`config.mk`:
```
export PLATFORM = sky130hd
export DESIGN_NAME = json_string_escaper_unit
export DESIGN_NICKNAME = d
export VERILOG_FILES = /design/src/rtl/jse_pkg.sv /design/src/rtl/jse_front.sv /design/src/rtl/jse_queue.sv /design/src/rtl/jse_back.sv /design/src/rtl/json_string_escaper_unit.sv
export SDC_FILE = /design/constraint.sdc
export NUM_CORES = 1
export LEC_CHECK = 0
export ABC_AREA = 0
export ABC_CLOCK_PERIOD_IN_PS = 5400
export BUFFER_PORTS_ARGS = -buffer_cell sky130_fd_sc_hd__clkbuf_2
export CAP_MARGIN = 20
export CORE_MARGIN = 2
export CORE_UTILIZATION = 54
export DETAILED_ROUTE_END_ITERATION = 16
export GPL_TIMING_DRIVEN = 0
export PLACE_DENSITY = 0.8
export REMOVE_ABC_BUFFERS = 1
export SLEW_MARGIN = 20
export SYNTH_ARGS = -nofsm -noshare
export SYNTH_HDL_FRONTEND = slang
export SYNTH_SLANG_ARGS = --single-unit
```
`constraint.sdc`:
```
create_clock -name clk -period 5.4 [get_ports clk]
set_input_delay 1.08 -clock clk [delete_from_list [all_inputs] [get_ports clk]]
set_output_delay 1.08 -clock clk [all_outputs]
set_load 0.1 [all_outputs]
```
`src/rtl/jse_pkg.sv`:
```
package jse_pkg;

  localparam logic [15:0] CAPACITY_RESET = 16'd4096;
  localparam logic [15:0] MIN_CAPACITY   = 16'd2;
  localparam int          QUEUE_DEPTH_DEF = 2;

  localparam int SEQ_IDX_W = 3;

  localparam logic [7:0] CHR_QUOTE  = 8'h22;
  localparam logic [7:0] CHR_BSLASH = 8'h5c;
  localparam logic [7:0] CHR_BS     = 8'h08;
  localparam logic [7:0] CHR_FF     = 8'h0c;
  localparam logic [7:0] CHR_LF     = 8'h0a;
  localparam logic [7:0] CHR_CR     = 8'h0d;
  localparam logic [7:0] CHR_TAB    = 8'h09;
  localparam logic [7:0] CHR_LOW_B  = 8'h62;
  localparam logic [7:0] CHR_LOW_F  = 8'h66;
  localparam logic [7:0] CHR_LOW_N  = 8'h6e;
  localparam logic [7:0] CHR_LOW_R  = 8'h72;
  localparam logic [7:0] CHR_LOW_T  = 8'h74;
  localparam logic [7:0] CHR_LOW_U  = 8'h75;
  localparam logic [7:0] CHR_ZERO   = 8'h30;
  localparam logic [7:0] CTRL_LIMIT = 8'h20;

  // Output length of each escape form.
  localparam logic [2:0] LEN_PLAIN   = 3'd1;
  localparam logic [2:0] LEN_SHORT   = 3'd2;
  localparam logic [2:0] LEN_UNICODE = 3'd6;

  localparam logic [7:0] HEX_DIGITS [16] = '{
    8'h30, 8'h31, 8'h32, 8'h33, 8'h34, 8'h35, 8'h36, 8'h37,
    8'h38, 8'h39, 8'h61, 8'h62, 8'h63, 8'h64, 8'h65, 8'h66
  };

  typedef enum logic [2:0] {
    CMD_PLAIN   = 3'd0,
    CMD_SHORT   = 3'd1,
    CMD_UNICODE = 3'd2,
    CMD_FAIL    = 3'd3,
    CMD_TERM    = 3'd4
  } cmd_kind_t;

  // One classified input byte on its way to the expander.
  typedef struct packed {
    cmd_kind_t   kind;
    logic [7:0]  data;
    logic [15:0] len;
    logic        fail;
  } cmd_t;

  function automatic logic [7:0] hex_digit(input logic [3:0] v);
    return HEX_DIGITS[v];
  endfunction

endpackage

```
`src/rtl/jse_front.sv`:
```
module jse_front (
  input  logic         clk,
  input  logic         rst,
  input  logic         cfg_we,
  input  logic [15:0]  cfg_wdata,
  input  logic         s_tvalid,
  output logic         s_tready,
  input  logic [7:0]   s_tdata,
  input  logic         q_full,
  output logic         q_push,
  output jse_pkg::cmd_t q_cmd
);
  import jse_pkg::*;

  logic [15:0] capacity;
  logic [15:0] written_count;
  logic        overflow_flag;

  logic        accept;
  logic        is_term;
  logic        cap_low;
  logic        over;
  logic [2:0]  esc_len;
  logic [16:0] need;
  cmd_kind_t   esc_kind;
  logic [7:0]  esc_data;

  assign s_tready = !q_full;
  assign accept   = s_tvalid && s_tready;
  assign is_term  = (s_tdata == 8'h00);
  assign cap_low  = (capacity < MIN_CAPACITY);

  // Classify the byte into its escape form.
  always_comb begin
    esc_kind = CMD_SHORT;
    esc_data = s_tdata;
    esc_len  = LEN_SHORT;
    unique case (s_tdata)
      CHR_QUOTE:  esc_data = CHR_QUOTE;
      CHR_BSLASH: esc_data = CHR_BSLASH;
      CHR_BS:     esc_data = CHR_LOW_B;
      CHR_FF:     esc_data = CHR_LOW_F;
      CHR_LF:     esc_data = CHR_LOW_N;
      CHR_CR:     esc_data = CHR_LOW_R;
      CHR_TAB:    esc_data = CHR_LOW_T;
      default: begin
        if (s_tdata < CTRL_LIMIT) begin
          esc_kind = CMD_UNICODE;
          esc_len  = LEN_UNICODE;
        end else begin
          esc_kind = CMD_PLAIN;
          esc_len  = LEN_PLAIN;
        end
      end
    endcase
  end

  // Room check: count + escape + terminator must fit the capacity.
  assign need = {1'b0, written_count} + {14'd0, esc_len} + 17'd1;
  assign over = cap_low || (need > {1'b0, capacity});

  always_comb begin
    q_cmd      = '0;
    q_cmd.kind = esc_kind;
    q_cmd.data = esc_data;
    if (is_term) begin
      q_cmd.kind = CMD_TERM;
      q_cmd.fail = overflow_flag || cap_low;
      q_cmd.len  = (overflow_flag || cap_low) ? 16'd0 : written_count;
    end else if (over) begin
      q_cmd.kind = CMD_FAIL;
      q_cmd.fail = 1'b1;
    end
  end

  // Drop bytes of a failed string; everything else goes to the queue.
  assign q_push = accept && (is_term || !overflow_flag);

  always_ff @(posedge clk) begin
    if (rst) begin
      capacity      <= CAPACITY_RESET;
      written_count <= '0;
      overflow_flag <= 1'b0;
    end else begin
      if (cfg_we) begin
        capacity <= cfg_wdata;
      end
      if (accept) begin
        if (is_term) begin
          written_count <= '0;
          overflow_flag <= 1'b0;
        end else if (!overflow_flag) begin
          if (over) begin
            overflow_flag <= 1'b1;
          end else begin
            written_count <= written_count + {13'd0, esc_len};
          end
        end
      end
    end
  end

endmodule

```
`src/rtl/jse_queue.sv`:
```
module jse_queue #(
  parameter int DEPTH = jse_pkg::QUEUE_DEPTH_DEF
) (
  input  logic          clk,
  input  logic          rst,
  input  logic          push,
  input  jse_pkg::cmd_t push_cmd,
  output logic          full,
  input  logic          pop,
  output jse_pkg::cmd_t pop_cmd,
  output logic          empty
);
  import jse_pkg::*;

  localparam int PW = (DEPTH > 1) ? $clog2(DEPTH) : 1;
  localparam int CW = $clog2(DEPTH + 1);
  localparam logic [PW-1:0] LAST_PTR = PW'(DEPTH - 1);
  localparam logic [CW-1:0] FULL_CNT = CW'(DEPTH);

  cmd_t          slots [DEPTH];
  logic [PW-1:0] wr_ptr;
  logic [PW-1:0] rd_ptr;
  logic [CW-1:0] count;
  logic          do_push;
  logic          do_pop;

  assign full    = (count == FULL_CNT);
  assign empty   = (count == '0);
  assign do_push = push && !full;
  assign do_pop  = pop && !empty;
  assign pop_cmd = slots[rd_ptr];

  always_ff @(posedge clk) begin
    if (do_push) begin
      slots[wr_ptr] <= push_cmd;
    end
  end

  always_ff @(posedge clk) begin
    if (rst) begin
      wr_ptr <= '0;
      rd_ptr <= '0;
      count  <= '0;
    end else begin
      if (do_push) begin
        wr_ptr <= (wr_ptr == LAST_PTR) ? '0 : wr_ptr + PW'(1);
      end
      if (do_pop) begin
        rd_ptr <= (rd_ptr == LAST_PTR) ? '0 : rd_ptr + PW'(1);
      end
      if (do_push && !do_pop) begin
        count <= count + CW'(1);
      end else if (do_pop && !do_push) begin
        count <= count - CW'(1);
      end
    end
  end

endmodule

```
`src/rtl/jse_back.sv`:
```
module jse_back (
  input  logic          clk,
  input  logic          rst,
  input  logic          q_empty,
  output logic          q_pop,
  input  jse_pkg::cmd_t q_cmd,
  output logic          m_tvalid,
  input  logic          m_tready,
  output logic [23:0]   m_tdata,
  output logic          m_tlast,
  output logic [1:0]    m_tuser
);
  import jse_pkg::*;

  cmd_t                 cur;
  logic                 cur_valid;
  logic [SEQ_IDX_W-1:0] idx;

  logic [7:0]  out_byte;
  logic [15:0] out_len;
  logic        out_done;
  logic        out_fail;

  logic [7:0]  e_byte;
  logic [15:0] e_len;
  logic        e_last;
  logic        e_done;
  logic        e_fail;

  logic slot_free;
  logic advance;
  logic cur_free;

  // Produce the byte at position idx of the current command's expansion.
  always_comb begin
    e_byte = 8'h00;
    e_len  = 16'd0;
    e_last = 1'b1;
    e_done = 1'b0;
    e_fail = 1'b0;
    unique case (cur.kind)
      CMD_PLAIN: e_byte = cur.data;
      CMD_SHORT: begin
        e_byte = (idx == '0) ? CHR_BSLASH : cur.data;
        e_last = (idx == SEQ_IDX_W'(LEN_SHORT - 3'd1));
      end
      CMD_UNICODE: begin
        e_last = (idx == SEQ_IDX_W'(LEN_UNICODE - 3'd1));
        case (idx)
          3'd0:    e_byte = CHR_BSLASH;
          3'd1:    e_byte = CHR_LOW_U;
          3'd2:    e_byte = CHR_ZERO;
          3'd3:    e_byte = CHR_ZERO;
          3'd4:    e_byte = hex_digit(cur.data[7:4]);
          default: e_byte = hex_digit(cur.data[3:0]);
        endcase
      end
      CMD_FAIL: e_fail = 1'b1;
      CMD_TERM: begin
        e_done = 1'b1;
        e_fail = cur.fail;
        e_len  = cur.len;
      end
      default: e_byte = 8'h00;
    endcase
  end

  assign slot_free = !m_tvalid || m_tready;
  assign advance   = cur_valid && slot_free;
  assign cur_free  = !cur_valid || (advance && e_last);
  assign q_pop     = !q_empty && cur_free;

  always_ff @(posedge clk) begin
    if (rst) begin
      cur_valid <= 1'b0;
      m_tvalid  <= 1'b0;
      idx       <= '0;
    end else begin
      if (slot_free) begin
        m_tvalid <= cur_valid;
      end
      if (q_pop) begin
        cur_valid <= 1'b1;
        idx       <= '0;
      end else if (advance) begin
        if (e_last) begin
          cur_valid <= 1'b0;
        end else begin
          idx <= idx + SEQ_IDX_W'(1);
        end
      end
    end
  end

  always_ff @(posedge clk) begin
    if (q_pop) begin
      cur <= q_cmd;
    end
    if (advance) begin
      out_byte <= e_byte;
      out_len  <= e_len;
      m_tlast  <= e_last;
      out_done <= e_done;
      out_fail <= e_fail;
    end
  end

  assign m_tdata = {out_len, out_byte};
  assign m_tuser = {out_fail, out_done};

endmodule

```
`src/rtl/json_string_escaper_unit.sv`:
```
// An accepted input byte passes the queue, the current-command register and the output
// register before its first result shows on m_*. One input byte per cycle for plain
// bytes while m_tready holds; a short escape gives 2 results and a \u00XX escape 6.
// Reset (rst, synchronous, active high) empties the queue and output register,
// sets capacity to 4096 and clears the byte count and failure flag.
module json_string_escaper_unit #(
  parameter int QUEUE_DEPTH = jse_pkg::QUEUE_DEPTH_DEF
) (
  input  logic        clk,
  input  logic        rst,
  // capacity register write
  input  logic        cfg_we,
  input  logic [15:0] cfg_wdata,
  // source bytes
  input  logic        s_tvalid,
  output logic        s_tready,
  input  logic [7:0]  s_tdata,   // [7:0] in_byte
  // escaped bytes
  output logic        m_tvalid,
  input  logic        m_tready,
  output logic [23:0] m_tdata,   // [7:0] out_byte, [23:8] out_length
  output logic        m_tlast,   // run_last: last result of one source byte
  output logic [1:0]  m_tuser    // [0] string_done, [1] failed
);
  import jse_pkg::*;

  // Front classifies each byte and tracks the length budget; the queue
  // decouples it from the back, which expands escapes one byte per
  // transaction into the output register.
  cmd_t q_in;
  cmd_t q_out;
  logic q_push;
  logic q_full;
  logic q_pop;
  logic q_empty;

  jse_front u_front (
    .clk       (clk),
    .rst       (rst),
    .cfg_we    (cfg_we),
    .cfg_wdata (cfg_wdata),
    .s_tvalid  (s_tvalid),
    .s_tready  (s_tready),
    .s_tdata   (s_tdata),
    .q_full    (q_full),
    .q_push    (q_push),
    .q_cmd     (q_in)
  );

  // Hold classified commands while the back is busy with a long escape.
  jse_queue #(
    .DEPTH (QUEUE_DEPTH)
  ) u_queue (
    .clk      (clk),
    .rst      (rst),
    .push     (q_push),
    .push_cmd (q_in),
    .full     (q_full),
    .pop      (q_pop),
    .pop_cmd  (q_out),
    .empty    (q_empty)
  );

  // Advance through each command's expansion as the sink takes results.
  jse_back u_back (
    .clk      (clk),
    .rst      (rst),
    .q_empty  (q_empty),
    .q_pop    (q_pop),
    .q_cmd    (q_out),
    .m_tvalid (m_tvalid),
    .m_tready (m_tready),
    .m_tdata  (m_tdata),
    .m_tlast  (m_tlast),
    .m_tuser  (m_tuser)
  );

endmodule

```
==> summary.txt <==
vias per std cell -> 5.98
peak supply drop -> 0.000227 V
RD Place Congestion -> 0.921
final wirelength -> 16,500 µm
overall power -> 4.34 mW
clock sinks -> 153
DPL Wire Length -> 9530 µm
Worst-path clk slew -> 0.06 ns
full die area -> 14,800 µm²
Cells after Synth -> 652
number of flops mapped to enable cells by yosys -> 111
htree depth -> 4
Remaining Overflow, GRT -> 0
commonest non-fill, non-tap cell in the layout -> edfxtp_1
number of synthesized register bits -> 153
Final TNS setup -> -3.14 ns
First-pass DRT Iterations -> 5
fin area -> 9040 µm²
Antenna Cells -> 0
Synth Area in Compound Gates -> 9.51%
area post-placement -> 7920 µm²
largest cells by area after synthesis -> edfxtp_1, dfxtp_1, ha_1, mux2_2, nor2_1
WP data arrival -> 6.01 ns
worst hold slack -> 0.505 ns
CTS root buf -> clkbuf_16
total clock buffers created by CTS -> 17
number of distinct library cells after synthesis -> 67
initial drt markers -> 822
Synth Area in Simple Gates -> 15.7%
status -> finished with violations
worst hold path class -> flop to flop
Starting Density -> 54.6%
vias in the first global route -> 5,026
leading area contributor after synthesis -> edfxtp_1
fmax -> 176 MHz
RSZ-0062 raised after global routing -> true
mux cell area share after synthesis -> 6.61%
family with the most delay on the worst path -> compound AO/OA/AOI/OAI gates
worst-skew pair later-pin latency -> 0.43 ns
Setup-failing EPs final -> 21
worst path bufs/invs -> 4
Leak Pwr -> 3.52 nW
final worst slack -> -0.279 ns
Synth top area share -> 44.5%
largest net degree at the start of global routing -> 52
Cells after DPL -> 857
initial antenna violation count -> 0
crit path kind -> input port to flop
CTS tree -> yes
Pwr Density -> 480 nW/µm²
CP max-delay cell -> or3b_2
Syn. warnings -> 0
syn avg cell area -> 11.5 µm²
Max-Slew Margin vs Limit -> 27.1%
Post-Synth Adder-Cell Area -> 5.57%
vias -> 5,519
critical path capture point type -> flop
ys async rst share -> 0%
Post-Syn Area -> 7500 µm²
Post-Synth XOR/XNOR Area -> 3.04%
DRC -> 0
crit path cell chain -> clkbuf_2 > or3b_2 > o32a_1 > nor2_4 > nor2_4 > nand2_1 > ha_2 > inv_2 > fa_2 > inv_2 > maj3_2 > nor3_2 > xor2_1 > ha_1 > a21o_1 > a21oi_1 > o21ai_1 > o31ai_4 > buf_4 > nor4b_4 > o21ai_1 > o32ai_2
CORE AREA -> 13,700 µm²
failing checks -> setup timing
first-pass GRT wire length -> 24,400 µm
die span in x -> 122 µm
port bufs -> 57
FP Rows -> 43
Bufs on Longest Clock Path -> 2
non-filler cells, final -> 923
Finished Core Util -> 65.9%
Avg WL per Cell -> 17.9 µm
cts hold-fix bufs -> 0
largest family of logic cells by synthesized area -> simple AND/OR/NAND/NOR gates
ANT nets after route -> 0
chip height -> 122 µm
Worst R2R Setup Slack -> 1.07 ns
crit-path max FO -> 9
Layout Nets -> 788
IO Pins -> 58
Largest stage delay, worst path -> 0.52 ns
Slew @ Worst Pin -> 1.09 ns
Slew Viols, Final -> 0
most frequent cells in the layout -> edfxtp_1, clkbuf_2, nor2_1
Place WS -> -1.42 ns
worst clock skew -> 0.0101 ns
post-layout min period -> 5.68 ns
layout cells sized above 1 -> 28.0%
layout overhead on the synthesized area -> 20.6%
Worst Setup Start Kind -> input port
top_reg_cell synth -> edfxtp_1
max-cap viol count -> 0
Tot GR Track Use -> 20.9%
Crit path required time -> 5.74 ns
final worst path period share -> 105%
part of the Yosys area used for sequential elements -> 55.7%
Hold Fails Final Rpt -> 0
## flip-flops by register name (all words and copies together) (netlist names), 2 cells and up
signal / count
u_back.idx: 3
u_front.written_count: 16
u_back.out_byte: 8
u_back.cur: 28
u_queue.slots: 56
u_back.out_len: 16
u_queue.count: 2
u_front.capacity: 16
## synthesized netlist by cell type (3+ instances only)
cell type    n
nand4_1      5
o32ai_1      5
maj3_1       4
and3_1      17
a211oi_1     5
ha_1        27
and2_1      19
nand2b_1     5
nand2_1     36
nand3_1     22
a21oi_1     22
mux2i_1     18
inv_1       41
a21o_1       4
or3_1        7
or4_1        6
o21a_1       4
mux2_2      28
o311ai_0     7
xnor2_1     16
nor2b_1     16
or2_2        6
edfxtp_1   111
xor2_1      10
a22oi_1      3
buf_1        3
nor2_1      49
clkbuf_1    25
nor3_1      10
o211ai_1    13
buf_2        3
a211o_1      3
o21ai_0     12
nor4_1       8
dfxtp_1     42
## cell families (layout without fill, tap and decap cells)
logic type,count (synthesis),count (layout)
and+or+nand+nor,220,221
AOI/OAI and AO/OA,100,100
adders and majority gates,33,33
DFF,153,153
muxes,46,46
xor gates and xnor gates,26,26
buffers and inverters,74,164
## repair_timing
item / in CTS / in global routing
pin swaps: 8 / 31
buffers inserted: 13 / 21
gates resized for setup: 20 / 51
endpoints found under the setup margin: 23 / 23
cloned: 1 / 0
## report_power, final
part / switching [mW] / internal [mW]
logic: 0.990 / 0.418
clock network: 0.493 / 0.627
registers: 0.178 / 1.63
## final cells by class
| type | count | area, µm² |
|---|---|---|
| flip-flops and latches | 153 | 4180 |
| clock inverters | 13 | 109 |
| inverters | 41 | 154 |
| repair buffers | 91 | 578 |
| multi-input cells | 426 | 3340 |
| fillers | 959 | 4680 |
| well taps | 180 | 225 |
| clock buffers | 19 | 454 |
## worst register-to-register path, stage by stage (launching register included)
cell and delay, ns:
dfxtp_1 0.52, nand2_1 0.21, nor2_1 0.28, nand3_1 0.31, a2111oi_4 0.43, nor2_1 0.11
xnor2_1 0.15, ha_1 0.38, nand3_4 0.12, nor4_4 0.35, a21oi_2 0.12, o31ai_4 0.11
buf_4 0.19, nor4b_4 0.36, o21ai_1 0.29, o32ai_2 0.31
## path summary, 6_finish.rpt
path / start / end / cells past startpoint
hold reg to reg: u_front.capacity[0] / u_front.capacity[0] / 2
setup reg to reg: u_front.written_count[8] / u_front.written_count[2] / 15
setup / recovery: s_tdata[1] / u_front.written_count[2] / 22
hold / removal: u_front.capacity[0] / u_front.capacity[0] / 2
## routing by layer
layer / routed length, µm / global-route usage (%)
met1: 6670 / 25.9
met2: 7920 / 35.4
met3: 1120 / 5.29
met4: 781 / 7.83
met5: 0 / 0
(Power assumes the default switching activity.)
